[config.mk]
export PLATFORM = sky130hd
export DESIGN_NAME = sliding_window_mean_unit_flat
export DESIGN_NICKNAME = d
export VERILOG_FILES = /design/src/hw/rtl/swm_pkg.sv /design/src/hw/rtl/swm_if.sv /design/src/hw/rtl/swm_cell.sv /design/src/hw/rtl/swm_div.sv /design/src/hw/rtl/sliding_window_mean_unit.sv /design/src/flat_wrapper.sv
export SDC_FILE = /design/constraint.sdc
export NUM_CORES = 1
export LEC_CHECK = 0
export BUFFER_PORTS_ARGS = -buffer_cell sky130_fd_sc_hd__buf_2
export CELL_PAD_IN_SITES_DETAIL_PLACEMENT = 1
export CELL_PAD_IN_SITES_GLOBAL_PLACEMENT = 2
export CORE_MARGIN = 1.5
export CORE_UTILIZATION = 35
export CTS_CLUSTER_DIAMETER = 200
export CTS_CLUSTER_SIZE = 25
export DETAILED_ROUTE_END_ITERATION = 10
export PLACE_DENSITY = 0.64
export SYNTH_ARGS = -nofsm -noshare
export SYNTH_HDL_FRONTEND = slang
export SYNTH_SLANG_ARGS = --single-unit
[constraint.sdc]
create_clock -name clk -period 89.5 [get_ports clk]
set_clock_uncertainty 0.2 [all_clocks]
set_input_delay 4.475 -clock clk [delete_from_list [all_inputs] [get_ports clk]]
set_output_delay 4.475 -clock clk [all_outputs]
set_load 0.01 [all_outputs]
[src/hw/rtl/swm_pkg.sv]
// Shared widths, register indexes and types of the sliding window mean unit.
`default_nettype none

package swm_pkg;

  localparam int TIME_W   = 32;
  localparam int SAMPLE_W = 16;
  localparam int MEAN_W   = 24;
  localparam int CFG_W    = 7;
  localparam int FRAC_W   = 8;
  localparam int APB_AW   = 3;
  localparam int APB_DW   = 32;

  localparam logic REG_WINDOW_SIZE = 1'b0;

  typedef struct packed {
    logic shift;
    logic head;
  } cell_ctl_t;

endpackage : swm_pkg

`default_nettype wire

[src/hw/rtl/swm_if.sv]
// Valid/ready channel interfaces for the sample input and the mean output.
`default_nettype none

interface swm_in_if
  import swm_pkg::*;
();
  logic                valid;
  logic                ready;
  logic [TIME_W-1:0]   sample_time;
  logic [SAMPLE_W-1:0] co2_ppm;

  modport source (output valid, output sample_time, output co2_ppm, input ready);
  modport sink   (input valid, input sample_time, input co2_ppm, output ready);
endinterface : swm_in_if

interface swm_out_if
  import swm_pkg::*;
();
  logic              valid;
  logic              ready;
  logic [TIME_W-1:0] mean_time;
  logic [MEAN_W-1:0] mean_ppm;

  modport source (output valid, output mean_time, output mean_ppm, input ready);
  modport sink   (input valid, input mean_time, input mean_ppm, output ready);
endinterface : swm_out_if

`default_nettype wire

[src/hw/rtl/swm_cell.sv]
// One sample cell of the window chain: loads a new sample at the head or its neighbor's.
`default_nettype none

module swm_cell
  import swm_pkg::*;
(
  input  wire logic                clk,
  input  wire cell_ctl_t           ctl,
  input  wire logic [SAMPLE_W-1:0] din_prev,
  input  wire logic [SAMPLE_W-1:0] din_new,
  output logic      [SAMPLE_W-1:0] q
);

  logic [SAMPLE_W-1:0] sample_r;

  always_ff @(posedge clk) begin
    if (ctl.shift) begin
      sample_r <= ctl.head ? din_new : din_prev;
    end
  end

  assign q = sample_r;

endmodule : swm_cell

`default_nettype wire

[src/hw/rtl/swm_div.sv]
// Restoring divider that produces one quotient bit per cycle.
`default_nettype none

module swm_div
  import swm_pkg::*;
#(
  parameter int DVD_W = 30
) (
  input  wire logic               clk,
  input  wire logic               rst_n,
  input  wire logic               start,
  input  wire logic [DVD_W-1:0]   dividend,
  input  wire logic [CFG_W-1:0]   divisor,
  output logic                    busy,
  output logic      [MEAN_W-1:0]  quotient
);

  localparam int CNT_W = $clog2(DVD_W + 1);

  logic [CNT_W-1:0] cnt_r, cnt_nxt;
  logic [DVD_W-1:0] dvd_r, dvd_nxt;
  logic [CFG_W-1:0] rem_r, rem_nxt;
  logic [CFG_W-1:0] dsr_r;
  logic [CFG_W:0]   rem_sh;
  logic [CFG_W:0]   rem_diff;
  logic             fits;

  assign rem_sh   = {rem_r, dvd_r[DVD_W-1]};
  assign rem_diff = rem_sh - {1'b0, dsr_r};
  assign fits     = rem_sh >= {1'b0, dsr_r};
  assign busy     = (cnt_r != '0);

  always_comb begin
    cnt_nxt = cnt_r;
    dvd_nxt = dvd_r;
    rem_nxt = rem_r;
    if (start) begin
      cnt_nxt = CNT_W'(DVD_W);
      dvd_nxt = dividend;
      rem_nxt = '0;
    end else if (busy) begin
      cnt_nxt = cnt_r - 1'b1;
      dvd_nxt = {dvd_r[DVD_W-2:0], fits};
      rem_nxt = fits ? rem_diff[CFG_W-1:0] : rem_sh[CFG_W-1:0];
    end
  end

  always_ff @(posedge clk) begin
    if (!rst_n) begin
      cnt_r <= '0;
    end else begin
      cnt_r <= cnt_nxt;
    end
  end

  always_ff @(posedge clk) begin
    dvd_r <= dvd_nxt;
    rem_r <= rem_nxt;
    if (start) begin
      dsr_r <= divisor;
    end
  end

  assign quotient = dvd_r[MEAN_W-1:0];

endmodule : swm_div

`default_nettype wire

[src/hw/rtl/sliding_window_mean_unit.sv]
// Top level of the sliding window mean unit: window cell chain, running sum and divider.
// The unit averages the last N samples, where N is the window_size register saturated to
// WINDOW_MAX; a window of zero ignores samples. Samples are held in a chain of WINDOW_MAX cells
// in which each new sample enters at cell WINDOW_MAX-N and the oldest sits in the last cell.
// While the window fills, a sample gives no item; the sample that fills it and each later one
// gives one item, formed by the restoring divider as sum*256/N one quotient bit per cycle. No
// sample is taken while a division runs or its item waits for the output register, where a
// finished item waits while the next sample is taken. Writing window_size clears the window.
`default_nettype none

module sliding_window_mean_unit
  import swm_pkg::*;
#(
  parameter int WINDOW_MAX = 64
) (
  input  wire logic              clk,
  input  wire logic              rst_n,
  swm_in_if.sink                 in_ch,
  swm_out_if.source              out_ch,
  input  wire logic              psel,
  input  wire logic              penable,
  input  wire logic              pwrite,
  input  wire logic [APB_AW-1:0] paddr,
  input  wire logic [APB_DW-1:0] pwdata,
  output logic      [APB_DW-1:0] prdata,
  output logic                   pready
);

  localparam int IDX_W = $clog2(WINDOW_MAX);
  localparam int SUM_W = SAMPLE_W + IDX_W;
  localparam int DVD_W = SUM_W + FRAC_W;

  typedef enum logic [2:0] {
    S_IDLE = 3'b001,
    S_DIV  = 3'b010,
    S_HOLD = 3'b100
  } state_t;

  state_t            state_r, state_nxt;
  logic [CFG_W-1:0]  window_size_r;
  logic [CFG_W-1:0]  fill_r, fill_nxt;
  logic [SUM_W-1:0]  sum_r, sum_nxt;
  logic [TIME_W-1:0] stamp_r;
  logic              out_valid_r;
  logic [TIME_W-1:0] mean_time_r;
  logic [MEAN_W-1:0] mean_ppm_r;

  logic [CFG_W-1:0]    n_eff;
  logic [IDX_W-1:0]    head_idx;
  logic                cfg_wr;
  logic                in_acc;
  logic                shift;
  logic                full;
  logic [CFG_W-1:0]    fill_inc;
  logic                give_result;
  logic                div_busy;
  logic [MEAN_W-1:0]   quotient;
  logic                out_free;
  logic                load_out;
  logic [SAMPLE_W-1:0] tail;
  logic [SAMPLE_W-1:0] chain [WINDOW_MAX];

  assign pready = 1'b1;
  assign cfg_wr = psel && penable && pwrite && (paddr[APB_AW-1:2] == REG_WINDOW_SIZE);

  always_comb begin
    prdata = '0;
    if (paddr[APB_AW-1:2] == REG_WINDOW_SIZE) begin
      prdata = APB_DW'(window_size_r);
    end
  end

  assign n_eff    = (int'(window_size_r) > WINDOW_MAX) ? CFG_W'(WINDOW_MAX) : window_size_r;
  assign head_idx = IDX_W'(WINDOW_MAX - int'(n_eff));

  assign in_ch.ready = (state_r == S_IDLE);
  assign in_acc      = in_ch.valid && in_ch.ready;
  assign shift       = in_acc && (n_eff != '0);
  assign full        = (fill_r >= n_eff);
  assign fill_inc    = fill_r + 1'b1;
  assign give_result = shift && (full || (fill_inc == n_eff));
  assign tail        = chain[WINDOW_MAX-1];

  for (genvar i = 0; i < WINDOW_MAX; i++) begin : g_cell
    cell_ctl_t           ctl;
    logic [SAMPLE_W-1:0] prev;

    assign ctl.shift = shift;
    assign ctl.head  = (head_idx == IDX_W'(i));
    if (i == 0) begin : g_first
      assign prev = in_ch.co2_ppm;
    end else begin : g_rest
      assign prev = chain[i-1];
    end

    swm_cell u_cell (
      .clk      (clk),
      .ctl      (ctl),
      .din_prev (prev),
      .din_new  (in_ch.co2_ppm),
      .q        (chain[i])
    );
  end

  always_comb begin
    fill_nxt = fill_r;
    sum_nxt  = sum_r;
    if (cfg_wr) begin
      fill_nxt = '0;
      sum_nxt  = '0;
    end else if (shift) begin
      if (full) begin
        sum_nxt = sum_r - SUM_W'(tail) + SUM_W'(in_ch.co2_ppm);
      end else begin
        sum_nxt  = sum_r + SUM_W'(in_ch.co2_ppm);
        fill_nxt = fill_inc;
      end
    end
  end

  swm_div #(
    .DVD_W (DVD_W)
  ) u_div (
    .clk      (clk),
    .rst_n    (rst_n),
    .start    (give_result),
    .dividend ({sum_nxt, FRAC_W'(0)}),
    .divisor  (n_eff),
    .busy     (div_busy),
    .quotient (quotient)
  );

  assign out_free = !out_valid_r || out_ch.ready;
  assign load_out = (((state_r == S_DIV) && !div_busy) || (state_r == S_HOLD)) && out_free;

  always_comb begin
    state_nxt = state_r;
    unique case (state_r)
      S_IDLE: begin
        if (give_result) begin
          state_nxt = S_DIV;
        end
      end
      S_DIV: begin
        if (!div_busy) begin
          state_nxt = out_free ? S_IDLE : S_HOLD;
        end
      end
      S_HOLD: begin
        if (out_free) begin
          state_nxt = S_IDLE;
        end
      end
      default: state_nxt = S_IDLE;
    endcase
  end

  always_ff @(posedge clk) begin
    if (!rst_n) begin
      state_r       <= S_IDLE;
      window_size_r <= '0;
      fill_r        <= '0;
      sum_r         <= '0;
      out_valid_r   <= 1'b0;
    end else begin
      state_r <= state_nxt;
      fill_r  <= fill_nxt;
      sum_r   <= sum_nxt;
      if (cfg_wr) begin
        window_size_r <= pwdata[CFG_W-1:0];
      end
      if (load_out) begin
        out_valid_r <= 1'b1;
      end else if (out_ch.ready) begin
        out_valid_r <= 1'b0;
      end
    end
  end

  always_ff @(posedge clk) begin
    if (give_result) begin
      stamp_r <= in_ch.sample_time;
    end
    if (load_out) begin
      mean_time_r <= stamp_r;
      mean_ppm_r  <= quotient;
    end
  end

  assign out_ch.valid     = out_valid_r;
  assign out_ch.mean_time = mean_time_r;
  assign out_ch.mean_ppm  = mean_ppm_r;

`ifndef ASSERT_OFF
  a_fill_bound: assert property (@(posedge clk) disable iff (!rst_n)
    fill_r <= n_eff)
    else $error("fill count exceeds the effective window");

  a_empty_sum: assert property (@(posedge clk) disable iff (!rst_n)
    (fill_r == '0) |-> (sum_r == '0))
    else $error("empty window holds a nonzero sum");

  a_busy_state: assert property (@(posedge clk) disable iff (!rst_n)
    div_busy |-> (state_r == S_DIV))
    else $error("divider runs outside the divide state");

  a_out_source: assert property (@(posedge clk) disable iff (!rst_n)
    $rose(out_valid_r) |-> ($past(state_r) == S_DIV || $past(state_r) == S_HOLD))
    else $error("output item appeared without a finished division");
`endif

endmodule : sliding_window_mean_unit

`default_nettype wire
[src/flat_wrapper.sv]
// flat-port wrapper written by rule: the top's interface ports become plain ports
module sliding_window_mean_unit_flat import swm_pkg::*;
#(
  parameter int WINDOW_MAX = 64
)
  (clk, rst_n, psel, penable, pwrite, paddr, pwdata, prdata, pready, in_ch_valid, in_ch_sample_time, in_ch_co2_ppm, in_ch_ready, out_ch_valid, out_ch_mean_time, out_ch_mean_ppm, out_ch_ready);
  swm_in_if in_ch_i ();
  swm_out_if out_ch_i ();
  input  wire logic clk;
  input  wire logic rst_n;
  input  wire logic psel;
  input  wire logic penable;
  input  wire logic pwrite;
  input  wire logic [APB_AW-1:0] paddr;
  input  wire logic [APB_DW-1:0] pwdata;
  output logic      [APB_DW-1:0] prdata;
  output logic pready;
  input wire logic [$bits(in_ch_i.valid)-1:0] in_ch_valid;
  input wire logic [$bits(in_ch_i.sample_time)-1:0] in_ch_sample_time;
  input wire logic [$bits(in_ch_i.co2_ppm)-1:0] in_ch_co2_ppm;
  output wire logic [$bits(in_ch_i.ready)-1:0] in_ch_ready;
  output wire logic [$bits(out_ch_i.valid)-1:0] out_ch_valid;
  output wire logic [$bits(out_ch_i.mean_time)-1:0] out_ch_mean_time;
  output wire logic [$bits(out_ch_i.mean_ppm)-1:0] out_ch_mean_ppm;
  input wire logic [$bits(out_ch_i.ready)-1:0] out_ch_ready;
  assign in_ch_i.valid = in_ch_valid;
  assign in_ch_i.sample_time = in_ch_sample_time;
  assign in_ch_i.co2_ppm = in_ch_co2_ppm;
  assign in_ch_ready = in_ch_i.ready;
  assign out_ch_valid = out_ch_i.valid;
  assign out_ch_mean_time = out_ch_i.mean_time;
  assign out_ch_mean_ppm = out_ch_i.mean_ppm;
  assign out_ch_i.ready = out_ch_ready;
  sliding_window_mean_unit #(.WINDOW_MAX(WINDOW_MAX)) u_core (.clk(clk), .rst_n(rst_n), .in_ch(in_ch_i), .out_ch(out_ch_i), .psel(psel), .penable(penable), .pwrite(pwrite), .paddr(paddr), .pwdata(pwdata), .prdata(prdata), .pready(pready));
endmodule
==> summary.txt <==
Drt
  – Iter 0 DRT Violations: between 2,000 and 2,500
  – DRT Pass-1 Iters: 5
  – Antenna violation net count after detailed routing: 0
  – WL per Instance: 20.89 microns
  – DRT Wirelength: 124,400 microns
  – DRC violations left: 0
  – Vias per Instance: 5.110
  – Via count: 30,430

Setup path
  – Required time of the critical path: 89.63 ns
  – Max stage delay on crit path: 0.90 ns
  – Crit-path cells: buf_2 -> o311ai_4 -> buf_4 -> inv_8 -> buf_4 -> buf_4 -> buf_12 -> buf_12 -> buf_4
  – Worst-path fanout max: approximately 170
  – CP startpoint kind: primary input
  – Crit path max-delay family: buffers and inverters
  – CP endpoint kind: flop
  – Slowest-stage cell, CP: buf_4
  – Most frequent CP cell: buf_4
  – CP bufs+invs: 8
  – Critical path class: primary input to flop
  – WP data arrival: 10.01 ns

Synthesis
  – Yosys top cell by area: edfxtp_1
  – Total number of yosys warnings: 0
  – Synth Area per Inst: around 13 sq um
  – Synth area leaders: edfxtp_1 (66%), o21ai_0 (7.0%), mux2_2 (6.8%)
  – Synth Flop Type: edfxtp_1
  – Ys async rst share: 0%
  – Top cells by count, synth: edfxtp_1 (1,141), nand2_1 (832), o21ai_0 (724)
  – #FFs+latches synth: around 1,200
  – Count leader, synth: edfxtp_1
  – Share of the synthesized area in the top cell type: 66.01%
  – Synth Cell Area: 51,900 sq um
  – Synth unique cells: between 70 and 80
  – Post-synthesis sequential area ratio: 68.33%
  – Syn Inst Count: 4,060
  – Number of flops mapped to enable cells by yosys: 1,141

Floorplanning
  – Initial core utilization: 35.19%
  – Die H: slightly below 400 microns
  – Site Rows: 141
  – DIE WIDTH: 388.1 microns
  – Die area: around 150,000 sq um
  – IO Count: between 150 and 200
  – Core area: 147,500 sq um

Cells and area
  – Final nets: 4,179
  – Register area: 35,460 sq um
  – Layout cell share with drive strength beyond 1: 15.41%
  – Multi-input logic area: 14,750 sq um
  – FILL cells: 15,520
  – Synth-to-Final Area Change: 7.304%

GRT
  – Met1 global-route usage: ~23%
  – Congestion Overflow GR: 0
  – Met3 Use GR: 2.290%
  – All-Layer GR Usage: 16.29%
  – Vias in the first global route: 30,370
  – Largest net degree at the start of global routing: 189
  – GRT busiest layer: met2
  – First-pass GRT wire length: 190,600 microns
  – Initial antenna violation count: 9
  – Met2 Track Usage GR: 26.21%

Clock network
  – Clock transition at path regs: ~0.1 ns
  – Post-CTS Resized: 0
  – Post-CTS Hold Buffers: 0
  – H-tree depth: 2
  – Clock Root Buffer: clkbuf_16
  – CTS max path bufs: 3
  – Clock sink count: 1,201
  – Postcts setup bufs: 0
  – Later-pin clock latency in the skew report: 0.73 ns
  – CTS buffer count: 54
  – CTS tree: built

Placed design
  – Final GP Congestion: 0.7936
  – # port buffers: approximately 130
  – Hpwl dp: 75,300 microns

STA
  – Worst Tran Pin Value: 1.211 ns
  – Final Max Tran Viols: 0
  – Unrepaired setup endpoints after global routing: false
  – Hold slack: 0.2234 ns
  – Achievable clock frequency: between 0.1 and 0.15 GHz
  – Fin. Hold Viols: 0
  – Final Critical Period: roughly 10 ns
  – Crit share post-route: approximately 11%
  – Final setup violating endpoints: 0
  – Headroom to the max-slew limit: 19.30%
  – TNS Setup: 0 ns

Power and ir drop
  – Switching Fraction: 25.28%
  – Logic pwr share: between 10% and 20%
  – Peak supply drop: 0.01529 mV
  – Internal: approximately 0.00081 W
  – Sw Pwr: 0.0002742 W
  – P_leak: 19.81 nW
  – Sequential fraction of design power: 61.7%
  – Clk network pwr share: about 27%
  – Power Density: approximately 20 nW/um^2

Flow run
  – MaxCap Viol Count: 0

Hold path
  – Worst hold path type: flop to flop

Run status
  – Status: complete, no violations
## flip-flops by register name, summed over array words and instances, names as in the netlist
signal and count:
u_core.out_ch.mean_ppm 24, u_core.u_div.cnt_r 5, u_core.fill_r 7, u_core.out_ch.mean_time 32, u_core.state_r 3, u_core.stamp_r 32
u_core.out_ch.valid 1, u_core.u_div.rem_r 7, u_core.u_div.dsr_r 7, u_core.window_size_r 7, u_core.g_cell.u_cell.q 1024, u_core.u_div.dvd_r 30
u_core.sum_r 22
## worst paths after layout
| kind | from | endpoint | slack, ns | depth (start not counted) |
|---|---|---|---|---|
| worst min register to register | u_core.stamp_r[20]$_DFFE_PP_ | u_core.out_ch.mean_time[20]$_DFFE_PP_ | 0.22 | 0 |
| worst max register to register | u_core.window_size_r[3]$_SDFFE_PN0P_ | u_core.g_cell[8].u_cell.q[0]$_DFFE_PP_ | 82.42 | 9 |
| worst max-delay path | in_ch_valid | u_core.g_cell[8].u_cell.q[0]$_DFFE_PP_ | 79.62 | 9 |
| worst min-delay path | u_core.stamp_r[20]$_DFFE_PP_ | u_core.out_ch.mean_time[20]$_DFFE_PP_ | 0.22 | 0 |
## metrics by stage
| stage | power (W) | cells | utilization (%) | setup WS (ns) | instance area [sq um] |
|---|---|---|---|---|---|
| 2_1_floorplan | 0.0008038 | 4084 | - | 54.60 | 51990 |
| 3_3_place_gp | 0.0008043 | 5887 | 36.77 | 78.84 | 54220 |
| 3_5_place_dp | 0.0008080 | 5887 | 36.77 | 78.79 | 54220 |
| 4_1_cts | 0.001101 | 5954 | 37.76 | 79.58 | 55690 |
| 5_1_grt | 0.001133 | 5954 | 37.76 | 79.22 | 55690 |
| 6_report | 0.001084 | 5955 | 37.76 | 79.62 | 55700 |
## cell families (layout without fill, tap and decap cells)
logic type / count (synthesis) / after routing / share of synthesized area (%)
xor+xnor: 40 / 40 / 0.6749
fa+ha+maj: 76 / 76 / 2.092
buf+inv: 424 / 364 / 3.498
mux: 336 / 336 / 7.246
simple gates: 1063 / 1063 / 8.623
compound gates: 918 / 918 / 9.527
flops: 1201 / 1201 / 68.33
other cells: 2 / 27 / 0.01447
## metal layers
metal	vias to the layer above	routed length [microns]
met2	321	57610
met1	15600	59270
li1	14400	-
met3	111	4805
met5	-	13
met4	2	2720
## cell usage in the layout, fill, tap and decap left out, types with 6 or more instances in the layout
master and n:
clkbuf_16 55, buf_2 126, o21ai_1 11, fa_1 18, nand2_1 832, and3_1 14
nor2_1 83, nand2b_1 10, a22o_1 6, o21a_1 13, or3_1 7, mux2_1 6
o211ai_1 10, nand4_1 7, mux2_2 312, edfxtp_1 1141, ha_1 58, clkbuf_1 9
nand3_1 21, nor3_4 12, buf_4 71, a21o_1 16, conb_1 26, a21oi_1 64
xnor2_1 24, a211oi_1 23, a31oi_1 10, xor2_1 16, nor2b_1 26, o21ai_0 724
nor3_1 21, mux2i_1 18, inv_1 79, inv_2 16, dfxtp_1 60
## area by class of cell
class	count	share of cell area, %
multi-input cells	2459	26.48
inverters	97	0.6672
clock inverters	3	0.1056
flip-flops and latches	1201	63.67
clock buffers	64	2.532
diodes	1	0.004493
repair buffers	200	2.197
well taps	1930	4.336
## power by group through the flow
stage	combinational, W	clock, W	sequential (W)
floorplan	0.0000881	0	0.000716
global placement	0.000123	0	0.000681
detailed placement	0.000126	0	0.000682
CTS	0.000127	0.000305	0.000669
global route	0.000140	0.000320	0.000673
finish	0.000124	0.000292	0.000669
Note: power is estimated with default switching activity, not from simulation.
